## config.mk

```make
export PLATFORM = sky130hd
export DESIGN_NAME = session_range_breakout_trader_flat
export DESIGN_NICKNAME = d
export VERILOG_FILES = /design/src/sv/srbt_pkg.sv /design/src/sv/srbt_if.sv /design/src/sv/srbt_ctrl.sv /design/src/sv/srbt_dp.sv /design/src/sv/session_range_breakout_trader.sv /design/src/flat_wrapper.sv
export VERILOG_INCLUDE_DIRS = /design/src /design/src/sv
export SDC_FILE = /design/constraint.sdc
export NUM_CORES = 2
export LEC_CHECK = 0
export ABC_AREA = 1
export BUFFER_PORTS_ARGS = -buffer_cell sky130_fd_sc_hd__buf_4
export CORE_MARGIN = 2
export CORE_UTILIZATION = 50
export DETAILED_ROUTE_END_ITERATION = 8
export GPL_TIMING_DRIVEN = 0
export PLACE_DENSITY = 0.8
export SETUP_SLACK_MARGIN = 0.02
export SYNTH_ARGS = -nofsm -noshare
export SYNTH_HDL_FRONTEND = slang
export SYNTH_SLANG_ARGS = --single-unit
```

## constraint.sdc

```tcl
create_clock -name clk_i -period 9.9 [get_ports clk_i]
set_input_delay 0.99 -clock clk_i [delete_from_list [all_inputs] [get_ports clk_i]]
set_output_delay 0.99 -clock clk_i [all_outputs]
set_load 0.01 [all_outputs]
```

## src/sv/session_range_breakout_trader_macros.svh

```systemverilog
// Assertion macros shared by the session range breakout trader modules.
`ifndef SESSION_RANGE_BREAKOUT_TRADER_MACROS_SVH
`define SESSION_RANGE_BREAKOUT_TRADER_MACROS_SVH

// Same-cycle implication, checked on clk_i, off while rst_ni is low.
`define SRBT_ASSERT_IMP(lbl, ante, cons) \
  lbl: assert property (@(posedge clk_i) disable iff (!rst_ni) (ante) |-> (cons)) \
    else $error("srbt: implication check failed");

// Next-cycle implication, checked on clk_i, off while rst_ni is low.
`define SRBT_ASSERT_NXT(lbl, ante, cons) \
  lbl: assert property (@(posedge clk_i) disable iff (!rst_ni) (ante) |=> (cons)) \
    else $error("srbt: next-cycle check failed");

`endif

```

## src/sv/srbt_pkg.sv

```systemverilog
// Shared types and constants of the session range breakout trader.
package srbt_pkg;

  // Fixed field widths
  localparam int HOUR_W       = 5;
  localparam int BUF_W        = 7;
  localparam int TENTHS_W     = 7;
  localparam int LIMIT_W      = 14;
  localparam int CFG_IDX_W    = 3;
  localparam int CFG_DATA_W   = 14;
  localparam int PNL_W        = 21;
  localparam int CAUSE_W      = 2;

  // Return scaling: hundredths of a bp per unit of relative move
  localparam int SCALE_W      = 20;
  localparam logic [SCALE_W-1:0] PNL_SCALE = 20'd1000000;
  localparam logic [PNL_W-1:0]   PNL_LIMIT = 21'd1000000;
  // Quotient bits produced by the divider (enough to cover the limit)
  localparam int QUO_W        = 21;

  // Range and entry constants
  localparam logic [6:0]  HUNDRED   = 7'd100;
  localparam logic [13:0] BP_SCALE  = 14'd10000;

  // Register reset values
  localparam logic [BUF_W-1:0]    BUFFER_PERCENT_RST    = 7'd20;
  localparam logic [TENTHS_W-1:0] TARGET_TENTHS_RST     = 7'd20;
  localparam logic [LIMIT_W-1:0]  COMPRESS_LIMIT_RST    = 14'd40;
  localparam logic [HOUR_W-1:0]   RANGE_END_HOUR_RST    = 5'd7;
  localparam logic [HOUR_W-1:0]   ENTRY_END_HOUR_RST    = 5'd12;
  localparam logic [HOUR_W-1:0]   EXIT_HOUR_RST         = 5'd21;

  // Configuration register indexes
  typedef enum logic [CFG_IDX_W-1:0] {
    CFG_BUFFER_PERCENT    = 3'd0,
    CFG_TARGET_TENTHS     = 3'd1,
    CFG_COMPRESS_LIMIT_BP = 3'd2,
    CFG_RANGE_END_HOUR    = 3'd3,
    CFG_ENTRY_END_HOUR    = 3'd4,
    CFG_EXIT_HOUR         = 3'd5
  } srbt_cfg_idx_e;

  // Exit causes
  typedef enum logic [CAUSE_W-1:0] {
    CAUSE_STOP   = 2'd0,
    CAUSE_TARGET = 2'd1,
    CAUSE_TIME   = 2'd2
  } srbt_cause_e;

  // Controller states
  typedef enum logic [2:0] {
    S_IDLE,
    S_EVAL,
    S_MUL,
    S_ENTRY,
    S_EXIT,
    S_DIVCHK,
    S_DIV,
    S_DONE
  } srbt_state_e;

  // Controller to datapath
  typedef struct packed {
    logic capture;    // register the bar, apply the new-day clear
    logic range_upd;  // fold the mid into the range
    logic rng_calc;   // range width and x100 terms
    logic mul;        // buffer, compression and target products
    logic entry;      // breakout decision and position open
    logic exit_eval;  // stop/target/time test, difference
    logic scale;      // difference times the return scale
    logic div_init;   // saturation check and divider load
    logic div_step;   // one quotient bit
    logic out_load;   // fill the result register
  } srbt_cmd_t;

  // Datapath to controller
  typedef struct packed {
    logic bar_ok;
    logic in_pos;
    logic range_hour;
    logic may_enter;
    logic exit_hit;
    logic div_sat;
    logic div_last;
    logic out_free;
  } srbt_sts_t;

endpackage

```

## src/sv/srbt_if.sv

```systemverilog
// Handshake channels of the trader: bar input and trade result output.
interface srbt_bar_if #(
  parameter int PRICE_BITS = 24
);
  logic                            valid;
  logic                            ready;
  logic                            new_day;
  logic [srbt_pkg::HOUR_W-1:0]     hour;
  logic [PRICE_BITS-1:0]           bid_price;
  logic [PRICE_BITS-1:0]           ask_price;

  modport source (output valid, new_day, hour, bid_price, ask_price, input ready);
  modport sink (input valid, new_day, hour, bid_price, ask_price, output ready);
endinterface

interface srbt_res_if;
  logic                              valid;
  logic                              ready;
  logic signed [srbt_pkg::PNL_W-1:0] pnl_centi_bp;
  logic                              went_long;
  logic [srbt_pkg::CAUSE_W-1:0]      exit_cause;

  modport source (output valid, pnl_centi_bp, went_long, exit_cause, input ready);
  modport sink (input valid, pnl_centi_bp, went_long, exit_cause, output ready);
endinterface

```

## src/sv/srbt_ctrl.sv

```systemverilog
// Controller state machine: sequences the trader datapath for each bar.
`include "session_range_breakout_trader_macros.svh"

module srbt_ctrl (
  input  logic                clk_i,
  input  logic                rst_ni,
  input  logic                bar_valid_i,
  output logic                bar_ready_o,
  input  srbt_pkg::srbt_sts_t sts_i,
  output srbt_pkg::srbt_cmd_t cmd_o
);

  srbt_pkg::srbt_state_e state_q, state_d;

  // State register
  always_ff @(posedge clk_i or negedge rst_ni) begin
    if (!rst_ni) begin
      state_q <= srbt_pkg::S_IDLE;
    end else begin
      state_q <= state_d;
    end
  end

  // Next state
  always_comb begin
    state_d = state_q;
    case (state_q)
      srbt_pkg::S_IDLE: begin
        if (bar_valid_i) state_d = srbt_pkg::S_EVAL;
      end
      srbt_pkg::S_EVAL: begin
        if (!sts_i.bar_ok) begin
          state_d = srbt_pkg::S_IDLE;
        end else if (sts_i.in_pos) begin
          state_d = srbt_pkg::S_EXIT;
        end else if (sts_i.range_hour) begin
          state_d = srbt_pkg::S_IDLE;
        end else if (sts_i.may_enter) begin
          state_d = srbt_pkg::S_MUL;
        end else begin
          state_d = srbt_pkg::S_IDLE;
        end
      end
      srbt_pkg::S_MUL:   state_d = srbt_pkg::S_ENTRY;
      srbt_pkg::S_ENTRY: state_d = srbt_pkg::S_IDLE;
      srbt_pkg::S_EXIT: begin
        state_d = sts_i.exit_hit ? srbt_pkg::S_DIVCHK : srbt_pkg::S_IDLE;
      end
      srbt_pkg::S_DIVCHK: begin
        state_d = sts_i.div_sat ? srbt_pkg::S_DONE : srbt_pkg::S_DIV;
      end
      srbt_pkg::S_DIV: begin
        if (sts_i.div_last) state_d = srbt_pkg::S_DONE;
      end
      srbt_pkg::S_DONE: begin
        if (sts_i.out_free) state_d = srbt_pkg::S_IDLE;
      end
      default: state_d = srbt_pkg::S_IDLE;
    endcase
  end

  // Commands
  always_comb begin
    cmd_o       = '0;
    bar_ready_o = 1'b0;
    case (state_q)
      srbt_pkg::S_IDLE: begin
        bar_ready_o   = 1'b1;
        cmd_o.capture = bar_valid_i;
      end
      srbt_pkg::S_EVAL: begin
        if (sts_i.bar_ok) begin
          if (sts_i.in_pos) begin
            cmd_o.exit_eval = 1'b1;
          end else if (sts_i.range_hour) begin
            cmd_o.range_upd = 1'b1;
          end else if (sts_i.may_enter) begin
            cmd_o.rng_calc = 1'b1;
          end
        end
      end
      srbt_pkg::S_MUL:    cmd_o.mul = 1'b1;
      srbt_pkg::S_ENTRY:  cmd_o.entry = 1'b1;
      srbt_pkg::S_EXIT:   cmd_o.scale = sts_i.exit_hit;
      srbt_pkg::S_DIVCHK: cmd_o.div_init = 1'b1;
      srbt_pkg::S_DIV:    cmd_o.div_step = 1'b1;
      srbt_pkg::S_DONE:   cmd_o.out_load = sts_i.out_free;
      default: ;
    endcase
  end

  // A loaded result always hands control back for the next bar
  `SRBT_ASSERT_NXT(a_load_then_idle, cmd_o.out_load, state_q == srbt_pkg::S_IDLE)
  // The last quotient bit leads straight to the result stage
  `SRBT_ASSERT_NXT(a_div_last_done, cmd_o.div_step && sts_i.div_last,
                   state_q == srbt_pkg::S_DONE)

endmodule

```

## src/sv/srbt_dp.sv

```systemverilog
// Datapath: configuration, day state, range, entry products, exit test and divider.
`include "session_range_breakout_trader_macros.svh"

module srbt_dp #(
  parameter int PRICE_BITS = 24
) (
  input  logic                                 clk_i,
  input  logic                                 rst_ni,
  // configuration writes
  input  logic                                 cfg_we_i,
  input  logic [srbt_pkg::CFG_IDX_W-1:0]       cfg_index_i,
  input  logic [srbt_pkg::CFG_DATA_W-1:0]      cfg_data_i,
  // bar fields
  input  logic                                 new_day_i,
  input  logic [srbt_pkg::HOUR_W-1:0]          hour_i,
  input  logic [PRICE_BITS-1:0]                bid_price_i,
  input  logic [PRICE_BITS-1:0]                ask_price_i,
  // result register
  output logic                                 res_valid_o,
  input  logic                                 res_ready_i,
  output logic signed [srbt_pkg::PNL_W-1:0]    pnl_centi_bp_o,
  output logic                                 went_long_o,
  output logic [srbt_pkg::CAUSE_W-1:0]         exit_cause_o,
  // control
  input  srbt_pkg::srbt_cmd_t                  cmd_i,
  output srbt_pkg::srbt_sts_t                  sts_o
);

  localparam int D_W   = PRICE_BITS + 1;          // doubled price
  localparam int H_W   = D_W + 7;                 // doubled price times up to 127
  localparam int S_W   = H_W + 1;                 // sum of two such terms
  localparam int K_W   = D_W + srbt_pkg::LIMIT_W; // compression products
  localparam int X_W   = PRICE_BITS + 5;          // price times 20
  localparam int T_W   = PRICE_BITS + 10;         // signed target level
  localparam int PR_W  = PRICE_BITS + srbt_pkg::SCALE_W;
  localparam int HI_W  = PR_W - srbt_pkg::QUO_W;
  localparam int CNT_W = $clog2(srbt_pkg::QUO_W);
  localparam int PW    = srbt_pkg::PNL_W;

  // Configuration registers
  logic [srbt_pkg::BUF_W-1:0]    buf_pct_q;
  logic [srbt_pkg::TENTHS_W-1:0] tgt_tenths_q;
  logic [srbt_pkg::LIMIT_W-1:0]  limit_bp_q;
  logic [srbt_pkg::HOUR_W-1:0]   range_end_q, entry_end_q, exit_hour_q;

  // Day state
  logic [D_W-1:0]        range_hi_q, range_lo_q;
  logic                  range_seen_q, in_pos_q, pos_long_q, day_done_q;
  logic [PRICE_BITS-1:0] entry_q;
  logic [D_W-1:0]        stop_q;
  logic signed [T_W-1:0] target_q;

  // Registered bar
  logic [srbt_pkg::HOUR_W-1:0] hour_q;
  logic [PRICE_BITS-1:0]       bid_q, ask_q;
  logic [D_W-1:0]              mid2_q;
  logic                        bar_ok_q;

  // Entry products
  logic [D_W-1:0] rng2_q;
  logic [H_W-1:0] m100_q, hi100_q, lo100_q, buf_q, ttr_q;
  logic [K_W-1:0] rngk_q, limlo_q;

  // Exit and divider
  logic                          ex_q, neg_q, sat_q;
  logic [srbt_pkg::CAUSE_W-1:0]  cause_q;
  logic [PRICE_BITS-1:0]         mag_q, rem_q;
  logic [PR_W-1:0]               prod_q;
  logic [srbt_pkg::QUO_W-1:0]    low_q, quo_q;
  logic [CNT_W-1:0]              cnt_q;

  // Result register
  logic                          res_valid_q;
  logic signed [PW-1:0]          res_pnl_q;
  logic                          res_long_q;
  logic [srbt_pkg::CAUSE_W-1:0]  res_cause_q;

  // Configuration writes
  always_ff @(posedge clk_i or negedge rst_ni) begin
    if (!rst_ni) begin
      buf_pct_q    <= srbt_pkg::BUFFER_PERCENT_RST;
      tgt_tenths_q <= srbt_pkg::TARGET_TENTHS_RST;
      limit_bp_q   <= srbt_pkg::COMPRESS_LIMIT_RST;
      range_end_q  <= srbt_pkg::RANGE_END_HOUR_RST;
      entry_end_q  <= srbt_pkg::ENTRY_END_HOUR_RST;
      exit_hour_q  <= srbt_pkg::EXIT_HOUR_RST;
    end else if (cfg_we_i) begin
      case (cfg_index_i)
        srbt_pkg::CFG_BUFFER_PERCENT:    buf_pct_q    <= cfg_data_i[srbt_pkg::BUF_W-1:0];
        srbt_pkg::CFG_TARGET_TENTHS:     tgt_tenths_q <= cfg_data_i[srbt_pkg::TENTHS_W-1:0];
        srbt_pkg::CFG_COMPRESS_LIMIT_BP: limit_bp_q   <= cfg_data_i[srbt_pkg::LIMIT_W-1:0];
        srbt_pkg::CFG_RANGE_END_HOUR:    range_end_q  <= cfg_data_i[srbt_pkg::HOUR_W-1:0];
        srbt_pkg::CFG_ENTRY_END_HOUR:    entry_end_q  <= cfg_data_i[srbt_pkg::HOUR_W-1:0];
        srbt_pkg::CFG_EXIT_HOUR:         exit_hour_q  <= cfg_data_i[srbt_pkg::HOUR_W-1:0];
        default: ;
      endcase
    end
  end

  // Bar capture
  always_ff @(posedge clk_i) begin
    if (cmd_i.capture) begin
      hour_q   <= hour_i;
      bid_q    <= bid_price_i;
      ask_q    <= ask_price_i;
      mid2_q   <= D_W'(bid_price_i) + D_W'(ask_price_i);
      bar_ok_q <= ask_price_i > bid_price_i;
    end
  end

  // Exit test on the registered bar
  logic [X_W-1:0]        bid20, ask20;
  logic                  stop_hit, tgt_hit, time_hit, exit_now;
  logic [srbt_pkg::CAUSE_W-1:0] cause_now;
  logic [PRICE_BITS-1:0] dif_a, dif_b;

  always_comb begin
    bid20    = X_W'({bid_q, 4'b0}) + X_W'({bid_q, 2'b0});
    ask20    = X_W'({ask_q, 4'b0}) + X_W'({ask_q, 2'b0});
    time_hit = hour_q >= exit_hour_q;
    if (pos_long_q) begin
      stop_hit = {bid_q, 1'b0} <= stop_q;
      tgt_hit  = $signed(T_W'(bid20)) >= target_q;
      dif_a    = bid_q;
      dif_b    = entry_q;
    end else begin
      stop_hit = {ask_q, 1'b0} >= stop_q;
      tgt_hit  = $signed(T_W'(ask20)) <= target_q;
      dif_a    = entry_q;
      dif_b    = ask_q;
    end
    exit_now  = stop_hit || tgt_hit || time_hit;
    if (stop_hit) begin
      cause_now = srbt_pkg::CAUSE_STOP;
    end else if (tgt_hit) begin
      cause_now = srbt_pkg::CAUSE_TARGET;
    end else begin
      cause_now = srbt_pkg::CAUSE_TIME;
    end
  end

  // Breakout decision from the registered products
  logic [S_W-1:0]        up_bound, dn_sum;
  logic                  go_long, go_short, compress_ok;
  logic signed [T_W-1:0] tgt_long, tgt_short;

  always_comb begin
    up_bound    = S_W'(hi100_q) + S_W'(buf_q);
    dn_sum      = S_W'(m100_q) + S_W'(buf_q);
    compress_ok = !(rngk_q > limlo_q);
    go_long     = compress_ok && (S_W'(m100_q) > up_bound);
    go_short    = compress_ok && !go_long && (dn_sum < S_W'(lo100_q));
    tgt_long    = $signed(T_W'(ask20)) + $signed(T_W'(ttr_q));
    tgt_short   = $signed(T_W'(bid20)) - $signed(T_W'(ttr_q));
  end

  // Day state
  always_ff @(posedge clk_i or negedge rst_ni) begin
    if (!rst_ni) begin
      range_hi_q   <= '0;
      range_lo_q   <= '1;
      range_seen_q <= 1'b0;
      in_pos_q     <= 1'b0;
      pos_long_q   <= 1'b0;
      day_done_q   <= 1'b0;
      entry_q      <= '0;
      stop_q       <= '0;
      target_q     <= '0;
    end else if (cmd_i.capture && new_day_i) begin
      range_hi_q   <= '0;
      range_lo_q   <= '1;
      range_seen_q <= 1'b0;
      in_pos_q     <= 1'b0;
      pos_long_q   <= 1'b0;
      day_done_q   <= 1'b0;
      entry_q      <= '0;
      stop_q       <= '0;
      target_q     <= '0;
    end else if (cmd_i.range_upd) begin
      if (mid2_q > range_hi_q) range_hi_q <= mid2_q;
      if (mid2_q < range_lo_q) range_lo_q <= mid2_q;
      range_seen_q <= 1'b1;
    end else if (cmd_i.exit_eval && exit_now) begin
      in_pos_q   <= 1'b0;
      day_done_q <= 1'b1;
    end else if (cmd_i.entry && go_long) begin
      in_pos_q   <= 1'b1;
      pos_long_q <= 1'b1;
      entry_q    <= ask_q;
      stop_q     <= range_lo_q;
      target_q   <= tgt_long;
    end else if (cmd_i.entry && go_short) begin
      in_pos_q   <= 1'b1;
      pos_long_q <= 1'b0;
      entry_q    <= bid_q;
      stop_q     <= range_hi_q;
      target_q   <= tgt_short;
    end
  end

  // Range width and x100 terms, then the products
  always_ff @(posedge clk_i) begin
    if (cmd_i.rng_calc) begin
      rng2_q  <= range_hi_q - range_lo_q;
      m100_q  <= H_W'(mid2_q) * H_W'(srbt_pkg::HUNDRED);
      hi100_q <= H_W'(range_hi_q) * H_W'(srbt_pkg::HUNDRED);
      lo100_q <= H_W'(range_lo_q) * H_W'(srbt_pkg::HUNDRED);
    end
    if (cmd_i.mul) begin
      buf_q   <= H_W'(rng2_q) * H_W'(buf_pct_q);
      ttr_q   <= H_W'(rng2_q) * H_W'(tgt_tenths_q);
      rngk_q  <= K_W'(rng2_q) * K_W'(srbt_pkg::BP_SCALE);
      limlo_q <= K_W'(limit_bp_q) * K_W'(range_lo_q);
    end
  end

  // Exit registration, scaling and the restoring divider
  logic [PRICE_BITS:0]   trial, trial_sub;
  logic                  trial_ge;
  logic [HI_W-1:0]       prod_hi;
  logic                  div_sat;

  always_comb begin
    prod_hi   = prod_q[PR_W-1:srbt_pkg::QUO_W];
    div_sat   = (mag_q == '0) || ({1'b0, prod_hi} >= entry_q);
    trial     = {rem_q, low_q[srbt_pkg::QUO_W-1]};
    trial_sub = trial - {1'b0, entry_q};
    trial_ge  = trial >= {1'b0, entry_q};
  end

  always_ff @(posedge clk_i) begin
    if (cmd_i.exit_eval) begin
      ex_q    <= exit_now;
      cause_q <= cause_now;
      neg_q   <= dif_a < dif_b;
      mag_q   <= (dif_a < dif_b) ? (dif_b - dif_a) : (dif_a - dif_b);
    end
    if (cmd_i.scale) begin
      prod_q <= PR_W'(mag_q) * PR_W'(srbt_pkg::PNL_SCALE);
    end
    if (cmd_i.div_init) begin
      sat_q <= div_sat;
      rem_q <= PRICE_BITS'(prod_hi);
      low_q <= prod_q[srbt_pkg::QUO_W-1:0];
      quo_q <= '0;
      cnt_q <= CNT_W'(srbt_pkg::QUO_W - 1);
    end else if (cmd_i.div_step) begin
      rem_q <= trial_ge ? trial_sub[PRICE_BITS-1:0] : trial[PRICE_BITS-1:0];
      low_q <= {low_q[srbt_pkg::QUO_W-2:0], 1'b0};
      quo_q <= {quo_q[srbt_pkg::QUO_W-2:0], trial_ge};
      cnt_q <= cnt_q - CNT_W'(1);
    end
  end

  // Clamp and sign the return
  logic [PW-1:0] mag_res;

  always_comb begin
    if (mag_q == '0) begin
      mag_res = '0;
    end else if (sat_q || (quo_q > srbt_pkg::PNL_LIMIT)) begin
      mag_res = srbt_pkg::PNL_LIMIT;
    end else begin
      mag_res = quo_q;
    end
  end

  // Result register
  always_ff @(posedge clk_i or negedge rst_ni) begin
    if (!rst_ni) begin
      res_valid_q <= 1'b0;
    end else if (cmd_i.out_load) begin
      res_valid_q <= 1'b1;
    end else if (res_ready_i) begin
      res_valid_q <= 1'b0;
    end
  end

  always_ff @(posedge clk_i) begin
    if (cmd_i.out_load) begin
      res_pnl_q   <= neg_q ? $signed(~mag_res + PW'(1)) : $signed(mag_res);
      res_long_q  <= pos_long_q;
      res_cause_q <= cause_q;
    end
  end

  assign res_valid_o    = res_valid_q;
  assign pnl_centi_bp_o = res_pnl_q;
  assign went_long_o    = res_long_q;
  assign exit_cause_o   = res_cause_q;

  // Status
  always_comb begin
    sts_o            = '0;
    sts_o.bar_ok     = bar_ok_q;
    sts_o.in_pos     = in_pos_q;
    sts_o.range_hour = hour_q < range_end_q;
    sts_o.may_enter  = !day_done_q && range_seen_q && (hour_q < entry_end_q) &&
                       (range_hi_q > range_lo_q);
    sts_o.exit_hit   = ex_q;
    sts_o.div_sat    = div_sat;
    sts_o.div_last   = cnt_q == '0;
    sts_o.out_free   = !res_valid_q || res_ready_i;
  end

  // A long's stop sits below twice its entry, a short's above
  `SRBT_ASSERT_IMP(a_long_stop_side, in_pos_q && pos_long_q, stop_q < {entry_q, 1'b0})
  `SRBT_ASSERT_IMP(a_short_stop_side, in_pos_q && !pos_long_q, stop_q > {entry_q, 1'b0})
  // Partial remainder stays below the divisor throughout the division
  `SRBT_ASSERT_IMP(a_rem_below_entry, cmd_i.div_step, rem_q < entry_q)

endmodule

```

## src/sv/session_range_breakout_trader.sv

```systemverilog
// Top level of the session range breakout trader: controller plus datapath.
//
// Takes one minute bar per transaction on bar_i and returns at most one trade
// result per bar on result_o, when an open position closes. A bar that is
// ignored, builds the range or finds no setup ends after its evaluation. A bar
// that tests for an entry computes the range width, then the buffer, target
// and two compression products, then the decision. A bar that tests an open
// position and exits finds its return with a restoring divider that yields
// one of its 21 quotient bits per cycle. A return that saturates or is zero
// skips the divider. An exit bar holds its last state until the result
// register is free, so a stalled receiver also stalls the next bar. Registers
// are written through cfg_we_i/cfg_index_i/cfg_data_i; the user must write
// them only while no bar is in flight, which the block itself does not
// enforce.
module session_range_breakout_trader #(
  parameter int PRICE_BITS = 24
) (
  input  logic                            clk_i,
  input  logic                            rst_ni,
  srbt_bar_if.sink                        bar_i,
  srbt_res_if.source                      result_o,
  input  logic                            cfg_we_i,
  input  logic [srbt_pkg::CFG_IDX_W-1:0]  cfg_index_i,
  input  logic [srbt_pkg::CFG_DATA_W-1:0] cfg_data_i
);

  srbt_pkg::srbt_cmd_t cmd;
  srbt_pkg::srbt_sts_t sts;
  logic                bar_ready;

  srbt_ctrl u_ctrl (
    .clk_i       (clk_i),
    .rst_ni      (rst_ni),
    .bar_valid_i (bar_i.valid),
    .bar_ready_o (bar_ready),
    .sts_i       (sts),
    .cmd_o       (cmd)
  );

  srbt_dp #(
    .PRICE_BITS (PRICE_BITS)
  ) u_dp (
    .clk_i          (clk_i),
    .rst_ni         (rst_ni),
    .cfg_we_i       (cfg_we_i),
    .cfg_index_i    (cfg_index_i),
    .cfg_data_i     (cfg_data_i),
    .new_day_i      (bar_i.new_day),
    .hour_i         (bar_i.hour),
    .bid_price_i    (bar_i.bid_price),
    .ask_price_i    (bar_i.ask_price),
    .res_valid_o    (result_o.valid),
    .res_ready_i    (result_o.ready),
    .pnl_centi_bp_o (result_o.pnl_centi_bp),
    .went_long_o    (result_o.went_long),
    .exit_cause_o   (result_o.exit_cause),
    .cmd_i          (cmd),
    .sts_o          (sts)
  );

  assign bar_i.ready = bar_ready;

endmodule

```

## src/flat_wrapper.sv

```systemverilog
// flat-port wrapper written by rule: the top's interface ports become plain ports
module session_range_breakout_trader_flat 
#(
  parameter int PRICE_BITS = 24
)
  (clk_i, rst_ni, cfg_we_i, cfg_index_i, cfg_data_i, bar_i_valid, bar_i_new_day, bar_i_hour, bar_i_bid_price, bar_i_ask_price, bar_i_ready, result_o_valid, result_o_pnl_centi_bp, result_o_went_long, result_o_exit_cause, result_o_ready);
  srbt_bar_if #(.PRICE_BITS(PRICE_BITS)) bar_i_i ();
  srbt_res_if result_o_i ();
  input  logic clk_i;
  input  logic rst_ni;
  input  logic cfg_we_i;
  input  logic [srbt_pkg::CFG_IDX_W-1:0] cfg_index_i;
  input  logic [srbt_pkg::CFG_DATA_W-1:0] cfg_data_i;
  input wire logic [$bits(bar_i_i.valid)-1:0] bar_i_valid;
  input wire logic [$bits(bar_i_i.new_day)-1:0] bar_i_new_day;
  input wire logic [$bits(bar_i_i.hour)-1:0] bar_i_hour;
  input wire logic [$bits(bar_i_i.bid_price)-1:0] bar_i_bid_price;
  input wire logic [$bits(bar_i_i.ask_price)-1:0] bar_i_ask_price;
  output wire logic [$bits(bar_i_i.ready)-1:0] bar_i_ready;
  output wire logic [$bits(result_o_i.valid)-1:0] result_o_valid;
  output wire logic [$bits(result_o_i.pnl_centi_bp)-1:0] result_o_pnl_centi_bp;
  output wire logic [$bits(result_o_i.went_long)-1:0] result_o_went_long;
  output wire logic [$bits(result_o_i.exit_cause)-1:0] result_o_exit_cause;
  input wire logic [$bits(result_o_i.ready)-1:0] result_o_ready;
  assign bar_i_i.valid = bar_i_valid;
  assign bar_i_i.new_day = bar_i_new_day;
  assign bar_i_i.hour = bar_i_hour;
  assign bar_i_i.bid_price = bar_i_bid_price;
  assign bar_i_i.ask_price = bar_i_ask_price;
  assign bar_i_ready = bar_i_i.ready;
  assign result_o_valid = result_o_i.valid;
  assign result_o_pnl_centi_bp = result_o_i.pnl_centi_bp;
  assign result_o_went_long = result_o_i.went_long;
  assign result_o_exit_cause = result_o_i.exit_cause;
  assign result_o_i.ready = result_o_ready;
  session_range_breakout_trader #(.PRICE_BITS(PRICE_BITS)) u_core (.clk_i(clk_i), .rst_ni(rst_ni), .bar_i(bar_i_i), .result_o(result_o_i), .cfg_we_i(cfg_we_i), .cfg_index_i(cfg_index_i), .cfg_data_i(cfg_data_i));
endmodule
```

==> reports/results.ini <==
[detailed_routing]
via_per_inst=5.608
post-route-drc-count=0
post_drt_wl_per_cell_um=20.84
first_iteration_detailed_routing_drc_count=6141
topRoutingLayerUsed=met5
wl_met2_mm=128.8
first_pass_iters=7
dr_wl_met3_mm=21.06
vias=74330
drt_wl_total_mm=276.3
number_of_nets_with_antenna_violations_after_routing=0
wirelength_met1_mm=106.8

[layout]
stdcell_area_mm2=0.09331
num-nets-final=12950
filler_cell_count=15910
area_growth_syn_to_layout_pct=8.020
mostFrequentLayoutCell=sky130_fd_sc_hd__inv_1
layout-drive-gt1-share_pct=3.728
postLayoutCoreUtil_pct=54.40
layout_common_cells=sky130_fd_sc_hd__inv_1 (2212), sky130_fd_sc_hd__nand2_1 (2183), sky130_fd_sc_hd__ha_1 (1267), sky130_fd_sc_hd__fa_1 (728), sky130_fd_sc_hd__a21oi_1 (717)

[job]
maxCapViolCount=0

[synthesis]
number_of_flops_mapped_to_enable_cells_by_yosys=461
syn-cell-area_mm2=0.08639
postSynthCellCount=10670
synth_seq_cells=672
synth.lib_cells_used.distinct=64
synthArstFlopShare_pct=27.38
primary_ff_master_synth=sky130_fd_sc_hd__edfxtp_1
avgSynthCellArea_um2=8.099
synth_seq_area_share_pct=22.04
synth_largest_type_area_fraction_pct=18.35
syn_nets=12740
post_synth_main_area_contributors=sky130_fd_sc_hd__ha_1 (18%), sky130_fd_sc_hd__fa_1 (17%), sky130_fd_sc_hd__edfxtp_1 (16%)
synth_top_area_cell=sky130_fd_sc_hd__ha_1
yosys_warnings=0

[setup_path]
worst_r2r_endpoint=u_core.u_dp.limlo_q[34]
r2r.worst_path.cells=24
critical_path.slowest_cell=sky130_fd_sc_hd__clkbuf_1
ff2ff_setup_slack_ns=1.80
path_cells=clkbuf_1 > clkbuf_1 > nand2_1 > fa_1 > fa_1 > inv_1 > fa_1 > fa_1 > fa_1 > inv_1 > fa_1 > inv_1 > ha_1 > a21oi_1 > inv_1 > a31oi_1 > a21boi_0 > o21ai_0 > a21boi_0 > o21ai_0 > nand2_1 > nand2_1 > nand2_1 > nand2_1
cp.arrival_ns=8.55
library_cell_appearing_most_often_on_the_critical_path=sky130_fd_sc_hd__fa_1
start_kind=flip-flop
critical_path.reg2reg.startpoint=u_core.u_dp.range_lo_q[2]
worstPathRequired_ns=10.35
cpLargestDelayFamily=adder cells
crit_type=reg2reg
setup.worst_path.end_class=flip-flop
critical_path_peak_fanout=10
timing.critical_path.slowest_cell_delay_ns=0.64
count_of_buffer_and_inverter_cells_on_the_critical_path=6

[placement]
routability_driven_placement_congestion_ratio=1.027
dpl-instance-area_mm2=0.09048
buffer_ports.inserted=101
place.detailed.hpwl_mm=229.0

[sta]
max_slew_margin_pct=14.57
shortest_clock_period_the_worst_path_allows_after_layout_ns=8.104
whs_ns=0.3129
final-setup-viol-count=0
final-hold-violation-count=0
worst_clock_skew_ns=0.04923
fin_crit_sh_pct=81.86
tightestPinTransition_ns=1.272
clock.fmax_mhz=123.4
unrepaired_setup_endpoints_after_global_routing=no
slew_violations=0

[grt]
grt_max_degree=105
track_usage_pct=31.35
wire_length_of_the_first_global_routing_pass_mm=423.2
grt-ovfl-total=0
first_global_vias=74740
grt_antenna_before_repair=6

[clock_tree]
cts.sinks=672
numCtsBuffers=83
cts_setup_buffers=0
cts.repair.resized=0
ctsLongestPathBuffers=3
worst_setup_hold_path_clk_slew_ns=0.06
cts_hold_buffers=0
cts_tree=done
clock_latency_ns=0.74
clock_tree.root_cell=sky130_fd_sc_hd__clkbuf_16
htreeDepth=3

[hold_path]
class_of_the_tightest_hold_or_removal_check=in2async

[die]
die_h_um=419.7
die_boundary_width_um=419.7
top_level_ports=102
initial_core_util_pct=50.36
die_outline_area_mm2=0.1761
core_area_mm2=0.1715
rows=152

[status]
result_of_the_run=finished clean

==> logic make-up after synthesis <==
group	Yosys count	synth area share (%)
multiplexers	7	0.09125
AO/OA/AOI/OAI	1680	10.90
AND/OR/NAND/NOR	3307	15.67
buffers and inverters	2512	11.08
XOR/XNOR	493	4.998
flip-flops	672	22.04
adder cells (fa/ha/maj)	1995	35.22
==> final cells by class <==
class	instances	area (µm²)	area share (%)
diodes	2	5.005	0.005363
multi-input cells	7482	57820	61.96
clock inverters	61	680.7	0.7294
clock buffers	94	2150	2.304
inverters	2220	8334	8.931
flip-flops and latches	672	19040	20.40
well taps	2310	2890	3.097
repair buffers	123	1159	1.242
plain buffers	292	1237	1.326
==> state kept, by name (all words and copies together) (netlist names), 25 cells and up <==
signal                  flops
u_core.u_dp.limlo_q        39
u_core.u_dp.prod_q         38
u_core.u_dp.rngk_q         35
u_core.u_dp.target_q       34
u_core.u_dp.buf_q          32
u_core.u_dp.ttr_q          32
u_core.u_dp.hi100_q        30
u_core.u_dp.lo100_q        30
u_core.u_dp.m100_q         30
u_core.u_dp.mid2_q         25
u_core.u_dp.range_hi_q     25
u_core.u_dp.range_lo_q     25
u_core.u_dp.rng2_q         25
u_core.u_dp.stop_q         25
==> synth_stat cells, types with 34 or more instances <==
master,count
sky130_fd_sc_hd__a21o_1,52
sky130_fd_sc_hd__a21oi_1,717
sky130_fd_sc_hd__a31oi_1,91
sky130_fd_sc_hd__clkbuf_1,242
sky130_fd_sc_hd__dfrtp_1,145
sky130_fd_sc_hd__dfstp_2,39
sky130_fd_sc_hd__edfxtp_1,461
sky130_fd_sc_hd__fa_1,728
sky130_fd_sc_hd__ha_1,1267
sky130_fd_sc_hd__inv_1,2212
sky130_fd_sc_hd__nand2_1,2183
sky130_fd_sc_hd__nand3_1,397
sky130_fd_sc_hd__nand4_1,96
sky130_fd_sc_hd__nor2_1,446
sky130_fd_sc_hd__nor3_1,94
sky130_fd_sc_hd__o211ai_1,36
sky130_fd_sc_hd__o21ai_0,542
sky130_fd_sc_hd__o21bai_1,34
sky130_fd_sc_hd__xnor2_1,169
sky130_fd_sc_hd__xor2_1,324
==> per-stage QoR <==
| step | setup WS [ns] | TNS [ns] | cells |
|---|---|---|---|
| finish | 1.796 | 0 | 13260 |
| global route | 1.508 | 0 | 13250 |
| CTS | 1.939 | 0 | 13250 |
| detailed placement | 1.981 | 0 | 13100 |
| global placement | -0.5356 | -98.95 | 13080 |
| floorplan | 2.647 | 0 | 10670 |
==> metal layers <==
layer  up-vias  GRT usage, %
met3       855         5.435
li1      34760             -
met2      3093         52.40
met4         8         18.78
met5         -             0
met1     35620         37.81
==> worst max-delay path by stage <==
| stage | startpoint | depth (start not counted) | to |
|---|---|---|---|
| 4_1_cts | u_core.u_dp.range_lo_q[5] | 24 | u_core.u_dp.limlo_q[33] |
| 2_1_floorplan | u_core.u_dp.range_lo_q[2] | 11 | u_core.u_dp.hi100_q[10] |
| 5_1_grt | u_core.u_dp.range_lo_q[2] | 24 | u_core.u_dp.limlo_q[34] |
| 3_5_place_dp | u_core.u_dp.range_lo_q[5] | 24 | u_core.u_dp.limlo_q[33] |
| 6_report | u_core.u_dp.range_lo_q[2] | 24 | u_core.u_dp.limlo_q[34] |
| 3_3_place_gp | bar_i_valid | 10 | u_core.u_dp.stop_q[1] |
Power is left out: the tool's default activity adds up to more than one toggle a clock period on the data nets, which glitch-free logic cannot reach.
